**src/sv/hashed_timing_wheel_defines.svh**
```systemverilog
// Assertion macros for the hashed timing wheel.
// Define NO_ASSERTIONS to compile them away.
`ifndef HASHED_TIMING_WHEEL_DEFINES_SVH
`define HASHED_TIMING_WHEEL_DEFINES_SVH

`ifndef NO_ASSERTIONS

// The consequent must hold in the same cycle as the antecedent.
`define HTW_ASSERT_SAME(lbl, pre, post) \
  lbl: assert property (@(posedge clk) disable iff (!rst_n) (pre) |-> (post)) \
    else $error("hashed timing wheel check failed");

// The consequent must hold in the cycle after the antecedent.
`define HTW_ASSERT_NEXT(lbl, pre, post) \
  lbl: assert property (@(posedge clk) disable iff (!rst_n) (pre) |=> (post)) \
    else $error("hashed timing wheel check failed");

`else

`define HTW_ASSERT_SAME(lbl, pre, post)
`define HTW_ASSERT_NEXT(lbl, pre, post)

`endif

`endif

```
**src/sv/htw_pkg.sv**
```systemverilog
package htw_pkg;

  // Fixed field widths of the channels.
  localparam int OP_W      = 2;
  localparam int ID_W      = 4;
  localparam int TIMEOUT_W = 20;

  // Operation codes.
  localparam logic [OP_W-1:0] OP_TICK  = 2'd0;
  localparam logic [OP_W-1:0] OP_START = 2'd1;
  localparam logic [OP_W-1:0] OP_STOP  = 2'd2;

  // Commands from the controller to the datapath.
  typedef struct packed {
    logic start_cap;   // capture id and mode, turn the timeout into ticks
    logic div_reload;  // split the ticks into whole turns, then the slot offset
    logic wr_entry;    // write the new timer entry and arm the timer
    logic stop;        // disarm the timer on the input word
    logic scan_start;  // clear the fired set and rewind the scan
    logic scan_en;     // walk the timer table
    logic scan_end;    // advance the current slot and rewind the emitter
    logic emit_en;     // send the fired ids
  } htw_cmd_t;

  // Status from the datapath to the controller.
  typedef struct packed {
    logic id_ok;       // timer id on the input word is in range
    logic div_done;    // no split step pending; after the reload, turns and slot offset are ready
    logic scan_done;   // every table entry processed
    logic emit_done;   // every fired id handed to the output register
  } htw_stat_t;

endpackage

```
**src/sv/htw_in_if.sv**
```systemverilog
interface htw_in_if;
  import htw_pkg::*;

  logic                 valid;
  logic                 ready;
  logic [OP_W-1:0]      operation;
  logic [ID_W-1:0]      timer_id;
  logic [TIMEOUT_W-1:0] timeout_ms;
  logic                 periodic;

  modport source (output valid, operation, timer_id, timeout_ms, periodic, input ready);
  modport sink   (input valid, operation, timer_id, timeout_ms, periodic, output ready);
endinterface

```
**src/sv/htw_out_if.sv**
```systemverilog
interface htw_out_if;
  import htw_pkg::*;

  logic            valid;
  logic            ready;
  logic [ID_W-1:0] fired_id;
  logic            last;

  modport source (output valid, fired_id, last, input ready);
  modport sink   (input valid, fired_id, last, output ready);
endinterface

```
**src/sv/htw_ram.sv**
```systemverilog
module htw_ram #(
  parameter int WIDTH = 8,
  parameter int DEPTH = 16
) (
  input  logic                                     clk,
  input  logic                                     we,
  input  logic [((DEPTH > 1) ? $clog2(DEPTH) : 1)-1:0] waddr,
  input  logic [WIDTH-1:0]                         wdata,
  input  logic [((DEPTH > 1) ? $clog2(DEPTH) : 1)-1:0] raddr,
  output logic [WIDTH-1:0]                         rdata
);

  logic [WIDTH-1:0] mem_r [DEPTH];

  always_ff @(posedge clk) begin
    if (we) begin
      mem_r[waddr] <= wdata;
    end
    rdata <= mem_r[raddr];
  end

endmodule

```
**src/sv/htw_ctrl.sv**
```systemverilog
module htw_ctrl (
  input  logic                clk,
  input  logic                rst_n,
  input  logic                in_valid,
  input  logic [htw_pkg::OP_W-1:0] in_operation,
  output logic                in_ready,
  input  htw_pkg::htw_stat_t  stat,
  output htw_pkg::htw_cmd_t   cmd
);
  import htw_pkg::*;

  localparam logic [2:0] S_IDLE = 3'd0;
  localparam logic [2:0] S_DIV1 = 3'd1;
  localparam logic [2:0] S_DIV2 = 3'd2;
  localparam logic [2:0] S_SCAN = 3'd3;
  localparam logic [2:0] S_EMIT = 3'd4;

  logic [2:0] state_r;
  logic [2:0] state_nxt;
  logic       accept;

  assign in_ready = (state_r == S_IDLE);
  assign accept   = in_valid && in_ready;

  always_comb begin
    state_nxt = state_r;
    cmd       = '0;
    unique case (state_r)
      S_IDLE: begin
        if (accept) begin
          unique case (in_operation)
            OP_START: begin
              if (stat.id_ok) begin
                cmd.start_cap = 1'b1;
                state_nxt     = S_DIV1;
              end
            end
            OP_STOP: begin
              cmd.stop = 1'b1;
            end
            OP_TICK: begin
              cmd.scan_start = 1'b1;
              state_nxt      = S_SCAN;
            end
            default: begin
            end
          endcase
        end
      end
      S_DIV1: begin
        if (stat.div_done) begin
          cmd.div_reload = 1'b1;
          state_nxt      = S_DIV2;
        end
      end
      S_DIV2: begin
        if (stat.div_done) begin
          cmd.wr_entry = 1'b1;
          state_nxt    = S_IDLE;
        end
      end
      S_SCAN: begin
        cmd.scan_en = 1'b1;
        if (stat.scan_done) begin
          cmd.scan_end = 1'b1;
          state_nxt    = S_EMIT;
        end
      end
      S_EMIT: begin
        cmd.emit_en = 1'b1;
        if (stat.emit_done) begin
          state_nxt = S_IDLE;
        end
      end
      default: begin
        state_nxt = S_IDLE;
      end
    endcase
  end

  always_ff @(posedge clk) begin
    if (!rst_n) begin
      state_r <= S_IDLE;
    end else begin
      state_r <= state_nxt;
    end
  end

endmodule

```
**src/sv/htw_dp.sv**
```systemverilog
module htw_dp #(
  parameter int SLOTS         = 1024,
  parameter int SLOT_INTERVAL = 1,
  parameter int TIMERS        = 16
) (
  input  logic                          clk,
  input  logic                          rst_n,
  input  logic [htw_pkg::ID_W-1:0]      in_timer_id,
  input  logic [htw_pkg::TIMEOUT_W-1:0] in_timeout_ms,
  input  logic                          in_periodic,
  output logic                          out_valid,
  input  logic                          out_ready,
  output logic [htw_pkg::ID_W-1:0]      out_fired_id,
  output logic                          out_last,
  input  htw_pkg::htw_cmd_t             cmd,
  output htw_pkg::htw_stat_t            stat
);
  import htw_pkg::*;

  localparam int SLOT_W     = $clog2(SLOTS);
  localparam int SUM_W      = SLOT_W + 1;
  localparam int MAX_ROUNDS = ((1 << TIMEOUT_W) - 1) / SLOTS;
  localparam int ROUND_W    = $clog2(MAX_ROUNDS + 1);
  localparam int IDX_W      = (TIMERS > 1) ? $clog2(TIMERS) : 1;
  localparam int CNT_W      = $clog2(TIMERS + 1);

  // Division by a constant through a rounded-up reciprocal: with a shift of
  // the dividend width plus the ceiling log2 of the divisor the quotient is
  // exact for every dividend of the field.
  localparam int     MUL_W    = TIMEOUT_W + 1;
  localparam int     PROD_W   = TIMEOUT_W + MUL_W;
  localparam int     SH_INT   = TIMEOUT_W + $clog2(SLOT_INTERVAL);
  localparam int     SH_SLOT  = TIMEOUT_W + $clog2(SLOTS);
  localparam longint RCP_INT  = ((longint'(1) << SH_INT) + SLOT_INTERVAL - 1) / SLOT_INTERVAL;
  localparam longint RCP_SLOT = ((longint'(1) << SH_SLOT) + SLOTS - 1) / SLOTS;

  typedef struct packed {
    logic [SLOT_W-1:0]  target;
    logic [ROUND_W-1:0] rounds;
    logic [ROUND_W-1:0] per_rounds;
    logic [SLOT_W-1:0]  per_rem;
    logic               rep;
  } entry_t;

  localparam int ENTRY_W = $bits(entry_t);

  function automatic logic [SLOT_W-1:0] add_slot(input logic [SLOT_W-1:0] a,
                                                 input logic [SLOT_W-1:0] b);
    logic [SUM_W-1:0] s;
    s = {1'b0, a} + {1'b0, b};
    if (s >= SUM_W'(SLOTS)) begin
      s = s - SUM_W'(SLOTS);
    end
    return s[SLOT_W-1:0];
  endfunction

  // Control state.
  logic              div_cnt_r, div_cnt_nxt;
  logic [TIMERS-1:0] armed_r, armed_nxt;
  logic [SLOT_W-1:0] cur_r, cur_nxt;
  logic [CNT_W-1:0]  scan_cnt_r, scan_cnt_nxt;
  logic              proc_v_r, proc_v_nxt;
  logic [TIMERS-1:0] mask_r, mask_nxt;
  logic [CNT_W-1:0]  emit_cnt_r, emit_cnt_nxt;
  logic              out_valid_r, out_valid_nxt;

  // Payload.
  logic [TIMEOUT_W-1:0] ticks_r, ticks_nxt;
  logic [ROUND_W-1:0]   rounds_r, rounds_nxt;
  logic [SLOT_W-1:0]    rem_r, rem_nxt;
  logic [IDX_W-1:0]     id_r, id_nxt;
  logic                 per_r, per_nxt;
  logic [IDX_W-1:0]     proc_idx_r, proc_idx_nxt;
  logic [ID_W-1:0]      out_id_r, out_id_nxt;
  logic                 out_last_r, out_last_nxt;

  // Tick conversion and slot split.
  logic [PROD_W-1:0]    int_prod;
  logic [TIMEOUT_W-1:0] int_quo;
  logic [PROD_W-1:0]    slot_prod;
  logic [TIMEOUT_W-1:0] rounds_back;
  logic [TIMEOUT_W-1:0] slot_left;

  // Table access.
  logic             ram_we;
  logic [IDX_W-1:0] ram_waddr;
  logic [ENTRY_W-1:0] ram_wdata;
  logic [IDX_W-1:0] ram_raddr;
  logic [ENTRY_W-1:0] ram_rdata;
  entry_t           rd_e;
  entry_t           new_e;
  entry_t           upd_e;

  // Emitter.
  logic [IDX_W-1:0]  e_idx;
  logic [TIMERS-1:0] e_onehot;
  logic [TIMERS-1:0] mask_left;
  logic              can_load;

  logic [IDX_W-1:0] in_idx;

  assign in_idx = IDX_W'(in_timer_id);

  assign int_prod    = PROD_W'(in_timeout_ms) * PROD_W'(RCP_INT);
  assign int_quo     = TIMEOUT_W'(int_prod >> SH_INT);
  assign slot_prod   = PROD_W'(ticks_r) * PROD_W'(RCP_SLOT);
  assign rounds_back = TIMEOUT_W'(rounds_r) * TIMEOUT_W'(SLOTS);
  assign slot_left   = ticks_r - rounds_back;

  assign stat.id_ok     = (32'(in_timer_id) < 32'(TIMERS));
  assign stat.div_done  = !div_cnt_r;
  assign stat.scan_done = (scan_cnt_r == CNT_W'(TIMERS)) && !proc_v_r;
  assign stat.emit_done = (emit_cnt_r == CNT_W'(TIMERS));

  // Entry built from the split: rounds = ticks / slots,
  // target = current slot + ticks mod slots.
  always_comb begin
    new_e.target     = add_slot(cur_r, rem_r);
    new_e.rounds     = rounds_r;
    new_e.per_rounds = rounds_r;
    new_e.per_rem    = rem_r;
    new_e.rep        = per_r;
  end

  assign rd_e = entry_t'(ram_rdata);

  assign e_idx     = emit_cnt_r[IDX_W-1:0];
  assign e_onehot  = TIMERS'(1) << e_idx;
  assign mask_left = mask_r & ~e_onehot;
  assign can_load  = !out_valid_r || out_ready;

  always_comb begin
    div_cnt_nxt  = div_cnt_r;
    armed_nxt    = armed_r;
    cur_nxt      = cur_r;
    scan_cnt_nxt = scan_cnt_r;
    proc_v_nxt   = 1'b0;
    mask_nxt     = mask_r;
    emit_cnt_nxt = emit_cnt_r;
    ticks_nxt    = ticks_r;
    rounds_nxt   = rounds_r;
    rem_nxt      = rem_r;
    id_nxt       = id_r;
    per_nxt      = per_r;
    proc_idx_nxt = proc_idx_r;
    out_id_nxt   = out_id_r;
    out_last_nxt = out_last_r;
    out_valid_nxt = out_valid_r && !out_ready;
    ram_we       = 1'b0;
    ram_waddr    = id_r;
    ram_wdata    = ENTRY_W'(new_e);
    ram_raddr    = scan_cnt_r[IDX_W-1:0];
    upd_e        = rd_e;

    // Timeout to ticks on capture, then whole turns, then the slot offset.
    if (cmd.start_cap) begin
      // A timeout below one interval still counts as one tick.
      ticks_nxt = (int_quo == '0) ? TIMEOUT_W'(1) : int_quo;
      id_nxt    = in_idx;
      per_nxt   = in_periodic;
    end else if (cmd.div_reload) begin
      rounds_nxt  = ROUND_W'(slot_prod >> SH_SLOT);
      div_cnt_nxt = 1'b1;
    end else if (div_cnt_r) begin
      rem_nxt     = SLOT_W'(slot_left);
      div_cnt_nxt = 1'b0;
    end

    if (cmd.wr_entry) begin
      ram_we          = 1'b1;
      armed_nxt[id_r] = 1'b1;
    end

    if (cmd.stop && stat.id_ok) begin
      armed_nxt[in_idx] = 1'b0;
    end

    // Table walk: read one entry per cycle, process it the next.
    if (cmd.scan_start) begin
      scan_cnt_nxt = '0;
      mask_nxt     = '0;
    end else if (cmd.scan_en) begin
      if (scan_cnt_r != CNT_W'(TIMERS)) begin
        scan_cnt_nxt = scan_cnt_r + 1'b1;
        proc_v_nxt   = 1'b1;
        proc_idx_nxt = scan_cnt_r[IDX_W-1:0];
      end
      if (proc_v_r && armed_r[proc_idx_r] && (rd_e.target == cur_r)) begin
        ram_waddr = proc_idx_r;
        if (rd_e.rounds != '0) begin
          upd_e.rounds = rd_e.rounds - 1'b1;
          ram_we       = 1'b1;
        end else begin
          mask_nxt[proc_idx_r] = 1'b1;
          if (!rd_e.rep) begin
            armed_nxt[proc_idx_r] = 1'b0;
          end else begin
            upd_e.target = add_slot(cur_r, rd_e.per_rem);
            upd_e.rounds = rd_e.per_rounds;
            // Landing back on this slot: this pass already counts as one turn.
            if ((rd_e.per_rem == '0) && (rd_e.per_rounds != '0)) begin
              upd_e.rounds = rd_e.per_rounds - 1'b1;
            end
            ram_we = 1'b1;
          end
        end
        ram_wdata = ENTRY_W'(upd_e);
      end
    end

    if (cmd.scan_end) begin
      cur_nxt      = (cur_r == SLOT_W'(SLOTS - 1)) ? '0 : (cur_r + 1'b1);
      emit_cnt_nxt = '0;
    end

    // Emitter: ascending index order, one candidate per cycle while not stalled.
    if (cmd.emit_en && !stat.emit_done) begin
      if (mask_r[e_idx]) begin
        if (can_load) begin
          out_valid_nxt = 1'b1;
          out_id_nxt    = ID_W'(e_idx);
          out_last_nxt  = (mask_left == '0);
          mask_nxt      = mask_left;
          emit_cnt_nxt  = emit_cnt_r + 1'b1;
        end
      end else begin
        emit_cnt_nxt = emit_cnt_r + 1'b1;
      end
    end
  end

  always_ff @(posedge clk) begin
    if (!rst_n) begin
      div_cnt_r   <= 1'b0;
      armed_r     <= '0;
      cur_r       <= '0;
      scan_cnt_r  <= '0;
      proc_v_r    <= 1'b0;
      mask_r      <= '0;
      emit_cnt_r  <= '0;
      out_valid_r <= 1'b0;
    end else begin
      div_cnt_r   <= div_cnt_nxt;
      armed_r     <= armed_nxt;
      cur_r       <= cur_nxt;
      scan_cnt_r  <= scan_cnt_nxt;
      proc_v_r    <= proc_v_nxt;
      mask_r      <= mask_nxt;
      emit_cnt_r  <= emit_cnt_nxt;
      out_valid_r <= out_valid_nxt;
    end
  end

  always_ff @(posedge clk) begin
    ticks_r    <= ticks_nxt;
    rounds_r   <= rounds_nxt;
    rem_r      <= rem_nxt;
    id_r       <= id_nxt;
    per_r      <= per_nxt;
    proc_idx_r <= proc_idx_nxt;
    out_id_r   <= out_id_nxt;
    out_last_r <= out_last_nxt;
  end

  htw_ram #(
    .WIDTH (ENTRY_W),
    .DEPTH (TIMERS)
  ) u_table (
    .clk   (clk),
    .we    (ram_we),
    .waddr (ram_waddr),
    .wdata (ram_wdata),
    .raddr (ram_raddr),
    .rdata (ram_rdata)
  );

  assign out_valid    = out_valid_r;
  assign out_fired_id = out_id_r;
  assign out_last     = out_last_r;

endmodule

```
**src/sv/hashed_timing_wheel.sv**
```systemverilog
// Hashed timing wheel with rotation counts. A start word arms a timer with a
// timeout in milliseconds, a stop word disarms it, and a tick word advances the
// wheel by one slot and returns the ids of the timers that expired, in ascending
// order, with last set on the final one; a tick with nothing expiring returns no
// word. Stop and unused operation codes are absorbed in the cycle they are
// accepted, so the next word can follow at once. A start with an id in range
// holds the input while the timeout becomes a tick count by a reciprocal
// multiplication as the word is taken, the ticks are split into whole turns
// and then a slot offset, and the entry is written. A tick holds the input
// until the walk and the drain are done, and longer while the result side
// stalls: the timer table sits in a RAM with a registered read that is walked
// one entry per cycle, and the fired set is then drained through the output
// register one candidate index per cycle, stalling while it is still full.
module hashed_timing_wheel #(
  parameter int SLOTS         = 1024,
  parameter int SLOT_INTERVAL = 1,
  parameter int TIMERS        = 16
) (
  input logic       clk,
  input logic       rst_n,
  htw_in_if.sink    in_ch,
  htw_out_if.source out_ch
);
  import htw_pkg::*;

`include "hashed_timing_wheel_defines.svh"

  htw_cmd_t  cmd;
  htw_stat_t stat;

  // The controller sequences start, stop and tick; it only accepts a new word
  // while idle.
  htw_ctrl u_ctrl (
    .clk          (clk),
    .rst_n        (rst_n),
    .in_valid     (in_ch.valid),
    .in_operation (in_ch.operation),
    .in_ready     (in_ch.ready),
    .stat         (stat),
    .cmd          (cmd)
  );

  // The datapath holds the current slot, the armed bits, the timer table,
  // the tick conversion and the output register.
  htw_dp #(
    .SLOTS         (SLOTS),
    .SLOT_INTERVAL (SLOT_INTERVAL),
    .TIMERS        (TIMERS)
  ) u_dp (
    .clk           (clk),
    .rst_n         (rst_n),
    .in_timer_id   (in_ch.timer_id),
    .in_timeout_ms (in_ch.timeout_ms),
    .in_periodic   (in_ch.periodic),
    .out_valid     (out_ch.valid),
    .out_ready     (out_ch.ready),
    .out_fired_id  (out_ch.fired_id),
    .out_last      (out_ch.last),
    .cmd           (cmd),
    .stat          (stat)
  );

  // A pending word that is not the last of its tick means the emitter still
  // has fired ids to send, so the block cannot be idle.
  `HTW_ASSERT_SAME(a_idle_no_partial_tick, in_ch.ready, !out_ch.valid || out_ch.last)

  // A tick always leaves idle for the table walk.
  `HTW_ASSERT_NEXT(a_tick_goes_busy, in_ch.valid && in_ch.ready && in_ch.operation == OP_TICK, !in_ch.ready)

endmodule

```
**src/flat_wrapper.sv**
```systemverilog
// flat-port wrapper written by rule: the top's interface ports become plain ports
module hashed_timing_wheel_flat import htw_pkg::*;
#(
  parameter int SLOTS         = 1024,
  parameter int SLOT_INTERVAL = 1,
  parameter int TIMERS        = 16
)
  (clk, rst_n, in_ch_valid, in_ch_operation, in_ch_timer_id, in_ch_timeout_ms, in_ch_periodic, in_ch_ready, out_ch_valid, out_ch_fired_id, out_ch_last, out_ch_ready);
  htw_in_if in_ch_i ();
  htw_out_if out_ch_i ();
  input logic clk;
  input logic rst_n;
  input wire logic [$bits(in_ch_i.valid)-1:0] in_ch_valid;
  input wire logic [$bits(in_ch_i.operation)-1:0] in_ch_operation;
  input wire logic [$bits(in_ch_i.timer_id)-1:0] in_ch_timer_id;
  input wire logic [$bits(in_ch_i.timeout_ms)-1:0] in_ch_timeout_ms;
  input wire logic [$bits(in_ch_i.periodic)-1:0] in_ch_periodic;
  output wire logic [$bits(in_ch_i.ready)-1:0] in_ch_ready;
  output wire logic [$bits(out_ch_i.valid)-1:0] out_ch_valid;
  output wire logic [$bits(out_ch_i.fired_id)-1:0] out_ch_fired_id;
  output wire logic [$bits(out_ch_i.last)-1:0] out_ch_last;
  input wire logic [$bits(out_ch_i.ready)-1:0] out_ch_ready;
  assign in_ch_i.valid = in_ch_valid;
  assign in_ch_i.operation = in_ch_operation;
  assign in_ch_i.timer_id = in_ch_timer_id;
  assign in_ch_i.timeout_ms = in_ch_timeout_ms;
  assign in_ch_i.periodic = in_ch_periodic;
  assign in_ch_ready = in_ch_i.ready;
  assign out_ch_valid = out_ch_i.valid;
  assign out_ch_fired_id = out_ch_i.fired_id;
  assign out_ch_last = out_ch_i.last;
  assign out_ch_i.ready = out_ch_ready;
  hashed_timing_wheel #(.SLOTS(SLOTS), .SLOT_INTERVAL(SLOT_INTERVAL), .TIMERS(TIMERS)) u_core (.clk(clk), .rst_n(rst_n), .in_ch(in_ch_i), .out_ch(out_ch_i));
endmodule
```
**config.mk**
```make
export PLATFORM = sky130hd
export DESIGN_NAME = hashed_timing_wheel_flat
export DESIGN_NICKNAME = d
export VERILOG_FILES = /design/src/sv/htw_pkg.sv /design/src/sv/htw_in_if.sv /design/src/sv/htw_out_if.sv /design/src/sv/htw_ram.sv /design/src/sv/htw_ctrl.sv /design/src/sv/htw_dp.sv /design/src/sv/hashed_timing_wheel.sv /design/src/flat_wrapper.sv
export VERILOG_INCLUDE_DIRS = /design/src /design/src/sv
export SDC_FILE = /design/constraint.sdc
export NUM_CORES = 1
export LEC_CHECK = 0
export ABC_CLOCK_PERIOD_IN_PS = 5800
export BUFFER_PORTS_ARGS = -buffer_cell sky130_fd_sc_hd__buf_2
export CORE_MARGIN = 2
export CORE_UTILIZATION = 52
export DETAILED_ROUTE_END_ITERATION = 12
export PLACE_DENSITY = 0.75
export SLEW_MARGIN = 30
export SYNTH_ARGS = -nofsm -noshare
export SYNTH_HDL_FRONTEND = slang
export SYNTH_HIERARCHICAL = 1
export SYNTH_SLANG_ARGS = --single-unit
```
**constraint.sdc**
```tcl
create_clock -name clk -period 5.8 [get_ports clk]
set_clock_uncertainty 0.2 [all_clocks]
set_input_delay 0.29 -clock clk [delete_from_list [all_inputs] [get_ports clk]]
set_output_delay 0.29 -clock clk [all_outputs]
set_load 0.01 [all_outputs]
```
Yosys cells after proc, flatten, opt, wreduce, memory -nomap -nowiden:

Memories as Yosys holds them, arrays and structs flattened. A register that Yosys moved wholly into a read port is not among the register bits.
Index checks and enable logic that the tools add are counted.

* bits of input ports: 31
* bits in writable memories: 656
* output and inout port bits: 7
* register bits after elaboration: 112
* logic and storage cells: 172
* memories: 1

Memory list
* u_core.u_dp.u_table.mem_r: words 16, width 41, read ports 1, clocked after memory_dff 1, write ports 1, RTL line htw_ram.sv:13 `logic [WIDTH-1:0] mem_r [DEPTH];`

* shift-type cells: 1
* reduce and logical (&&, ||, !) cells: 30
* equal/unequal tests: 17
* magnitude comparators: 9
* bitwise gates (word level): 13
* $add $sub $neg: 10
* multiplexer cells: 74

Operators with widths (count)
* $mux W16: 14
* $mux W41: 3
* $mux W10: 6
* $sub A10 B1 Y10 const B: 5
* $and A16 B16 Y16: 3
* $not A16 Y16: 3
* $or A16 B16 Y16: 2
* $mux W1: 28
* $add A10 B10 Y11: 2
* $ge A11 B11 Y1 const B: 2
* $logic_not A20 Y1: 1
* $lt A4 B5 Y1 const B: 4
* $mux W20: 1
* $mux W5: 4
* $reduce_bool A10 Y1: 2
* $logic_not A16 Y1: 1
* $shl A1 B4 Y16 const A: 1
* $mux W3: 5
* $pmux W3 S5: 1
* $demux W1 S4: 3
* $ge A4 B1 Y1 const B: 3
* $mux W4: 3
* $add A10 B1 Y10 const B: 1
* $add A5 B1 Y5 const B: 2
* other kinds (27): 54

Logic depth before layout (Yosys ltp):

* depth in word-level cells: 14
* depth in mapped cells: 12
* gate-level depth less buffers: 10

Hierarchy:

Netlist, hierarchy kept.

Modules (own cells, without submodules)
* htw_ram: area an instance 25369.3 um^2, cells each 1066, seq. area each 20519.7 um^2, instances 1
* htw_dp: area an instance 7020.5 um^2, cells each 795, seq. area each 2722.6 um^2, instances 1
* htw_ctrl: area an instance 256.5 um^2, cells each 31, seq. area each 60.1 um^2, instances 1

Worst setup path after synthesis:

OpenSTA, ideal clock, no wires.

* path type: reg-to-reg
* from: reg u_core.u_ctrl.state_r[2]
* to: mem u_core/u_dp/u_table/mem_r[0][0] (netlist name), enable pin
* path buffers: 2
* data arrival time: 5344 ps
* stages on the path, launching flop included: 12
* library setup time: 490 ps
* data required time: 5110 ps
* clock period less this slack: 6034 ps
* path slack: -234 ps
* cells stage by stage: dfxtp_1 and2b_4 and2_2 nand2_1 nor4_1 nand3_1 or3_1 buf_4 buf_4 o21bai_1 or3b_2 nor3_1

RTL lines
* from (decl): RTL line htw_ctrl.sv:18 `logic [2:0] state_r;`
* from (signal assigned): RTL line htw_ctrl.sv:85 `state_r <= state_nxt;`
* to (decl): RTL line htw_ram.sv:13

==> flow_metrics.py <==
metrics = {
    "min_path": {
        "hold_path.class": "primary input to flop",
        "min_path_cells": 2,
    },
    "yosys": {
        "synth_fp_nets": 1955,
        "synth_edf_count": 710,
        "syn_avg_cell_area_um2": 17.3,
        "ys_seq_elements": 809,
        "ys_seq_area_share_pct": 71.4,
        "synth_area_mm2": 0.0326,
        "synth_cell_type_count": 71,
        "synth_ff_type": "edfxtp_1",
        "async_reset_ff_share_pct": 0,
        "synth_cells": 1892,
        "ys_warn_count": 6,
    },
    "drt": {
        "post_drt_via_cell_ratio": 6.42,
        "drc": 0,
        "wl_per_cell_um": 27.0,
        "dr.pass1.iters": 6,
        "vias": 18505,
        "wirelength_mm": 77.9,
        "postRouteAntennaNets": 0,
        "first_iter_violations": 2641,
    },
    "floorplan": {
        "die_h_um": 255,
        "rows": 91,
        "core_area_mm2": 0.0619,
        "die_area_mm2": 0.0648,
        "io_pins": 38,
        "initial_utilization_pct": 52.7,
        "die_w_um": 255,
    },
    "power_and_ir_drop": {
        "power_density_mw_per_mm2": 314,
        "finalPower_uw": 11600,
        "p_leak_uw": 0.0117,
        "ir_drop_v": 0.000301,
    },
    "sta": {
        "slew-limit-headroom_pct": 38.3,
        "hold_viol": 0,
        "fin_crit_ns": 4.66,
        "fmax_mhz": 215,
        "grt_setup_unrepaired": "false",
        "worst_pin_slew_ns": 0.923,
        "slew_viol_final": 0,
        "fin_crit_sh_pct": 80.4,
        "setup_tns_ns": 0,
        "setup_violations": 0,
    },
    "layout": {
        "final_util_pct": 59.8,
        "final_common_cell": "edfxtp_1",
        "area_growth_pct": 13.4,
        "nNetsFinal": 2040,
        "fillers": 4395,
        "drive_gt1_share_pct": 20.9,
        "final_cell_mix": "edfxtp_1, mux4_2, nand2_1, dfxtp_1, a22oi_1",
    },
    "worst_setup_path": {
        "start_kind": "flop",
        "path_common_cell": "nand2_1",
        "max_stage_delay_ns": 0.77,
        "path_buf_inv": 1,
        "critPathArrivalTime_ns": 4.80,
        "path_max_fanout": 22,
        "cpMaxStageDelayCell": "nor2_4",
        "worstPathCellList": "and2b_4 -> and2_2 -> nand2_1 -> nor4_1 -> nand3_1 -> nor3_4 -> nand2_1 -> nand2_1 -> nand2b_1 -> nor2_4 -> buf_4",
        "path_class": "flop to flop",
        "worst_ep_required_time_ns": 5.94,
        "endpoint_kind": "flop",
        "ff2ff_path_depth": 11,
        "cp_num_cells": 11,
        "cp_top_family": "simple AND/OR/NAND/NOR gates",
    },
    "placement": {
        "dp_hpwl_mm": 47.3,
        "place_congestion": 0.902,
        "io_buffers": 37,
    },
    "clock_tree": {
        "postCtsResizedCells": 0,
        "cts_sinks": 809,
        "numCtsBuffers": 80,
        "clk_path_buf_depth": 3,
        "hold_buffers": 32,
        "h-tree-depth": 3,
        "clock_latency_ns": 0.65,
        "post_cts_buffers": 0,
        "clk_pin_slew_worst_paths_ns": 0.06,
        "tritoncts": "yes",
        "cts-root-buf": "clkbuf_16",
    },
    "global_routing": {
        "grt.total_usage_pct": 24.5,
        "grt_pass1_vias": 18424,
        "grt_max_degree": 77,
        "antenna_found_initial": 1,
        "grt_overflow": 0,
        "grt_pass1_wl_mm": 116,
    },
    "run": {
        "maxCapViolCount": 0,
    },
    "run_status": {
        "status": "completed",
    },
}
==> synth_stat cells, types with 18 or more instances <==
| master | number | area share [%] |
|---|---|---|
| xor2_1 | 25 | 0.67 |
| a21oi_1 | 31 | 0.48 |
| dfxtp_1 | 99 | 6.1 |
| o221ai_1 | 19 | 0.51 |
| ha_1 | 30 | 1.1 |
| xnor2_1 | 25 | 0.67 |
| edfxtp_1 | 710 | 65 |
| nand4_1 | 18 | 0.34 |
| nand3_1 | 29 | 0.44 |
| nor2_1 | 92 | 1.1 |
| a22oi_1 | 87 | 2.0 |
| o21ai_0 | 29 | 0.44 |
| mux4_2 | 168 | 12 |
| nand2_1 | 157 | 1.8 |
| nor3_1 | 22 | 0.34 |
| inv_1 | 22 | 0.25 |
| mux2i_1 | 18 | 0.55 |
| clkbuf_1 | 54 | 0.62 |
==> worst reg2reg max path, delay by kind of cell (launching register included) <==
family,cells,cell delay [ns]
flops,1,0.43
buf+inv,1,0.39
simple gates,10,3.35
==> metal layers <==
layer | vias to the layer above | share of wire [%] | global-route usage, %
met5 | - | 0 | 0
met4 | 0 | 2.4 | 7.17
met3 | 146 | 10 | 5.58
met2 | 1037 | 48 | 38.9
met1 | 9552 | 39 | 34.2
li1 | 7770 | - | -
==> report_power, final <==
part	switching, uW	internal (uW)
clock network	2260	2920
registers	14.2	6290
logic	98.9	56.1
total	2370	9260
==> metrics by stage <==
stage                     setup WS (ns)  hold slack, ns  cell area (um^2)  std cells
after CTS                          1.27           0.126             37000       2881
after floorplan                   0.101           0.189             32700       1892
final                              1.14           0.167             37000       2883
after global routing               1.01           0.142             37000       2882
after detailed placement           1.25           0.205             34000       2699
after global placement             1.32           0.206             33900       2699
==> state kept, by name, summed over array words and instances (netlist names), 10 cells and up <==
name                       count
u_core/u_dp/armed_r           16
u_core/u_dp/ticks_r           20
u_core/u_dp/u_table/rdata     41
u_core/u_dp/rem_r             10
u_core/u_dp/cur_r             10
u_core/u_dp/rounds_r          10
u_core/u_dp/u_table/mem_r    656
u_core/u_dp/mask_r            16
==> cell families after synthesis <==
kind of cell / Yosys count / synth area share [%]
AOI/OAI and AO/OA: 262 / 5.70
xor gates and xnor gates: 50 / 1.34
adders and majority gates: 32 / 1.27
buffers and inverters: 131 / 1.84
DFF: 809 / 71.4
muxes: 191 / 12.3
other: 1 / 0.0115
and+or+nand+nor: 416 / 6.15
==> layout make-up <==
type                            instances  area (um^2)  share of cell area (%)
Sequential cell                       809        23300                    63.0
Multi-Input combinational cell        952         8990                    24.3
Clock buffer                          103         2130                    5.75
Tap cell                              837         1050                    2.83
Timing Repair Buffer                  111          928                    2.51
Clock inverter                         47          524                    1.42
Inverter                               23         86.3                   0.233
Antenna cell                            1         2.50                 0.00676
==> worst paths after layout <==
check                                                        end                      from  slack (ns)
worst max-delay path            u_core/u_dp/u_table/mem_r[2][38]  u_core/u_ctrl/state_r[1]        1.14
worst min-delay path                           u_core/u_dp/per_r            in_ch_periodic        0.17
worst max register to register  u_core/u_dp/u_table/mem_r[2][38]  u_core/u_ctrl/state_r[1]        1.14
worst min register to register           u_core/u_dp/rounds_r[9]   u_core/u_dp/ticks_r[19]        0.22
(Power assumes the default switching activity.)
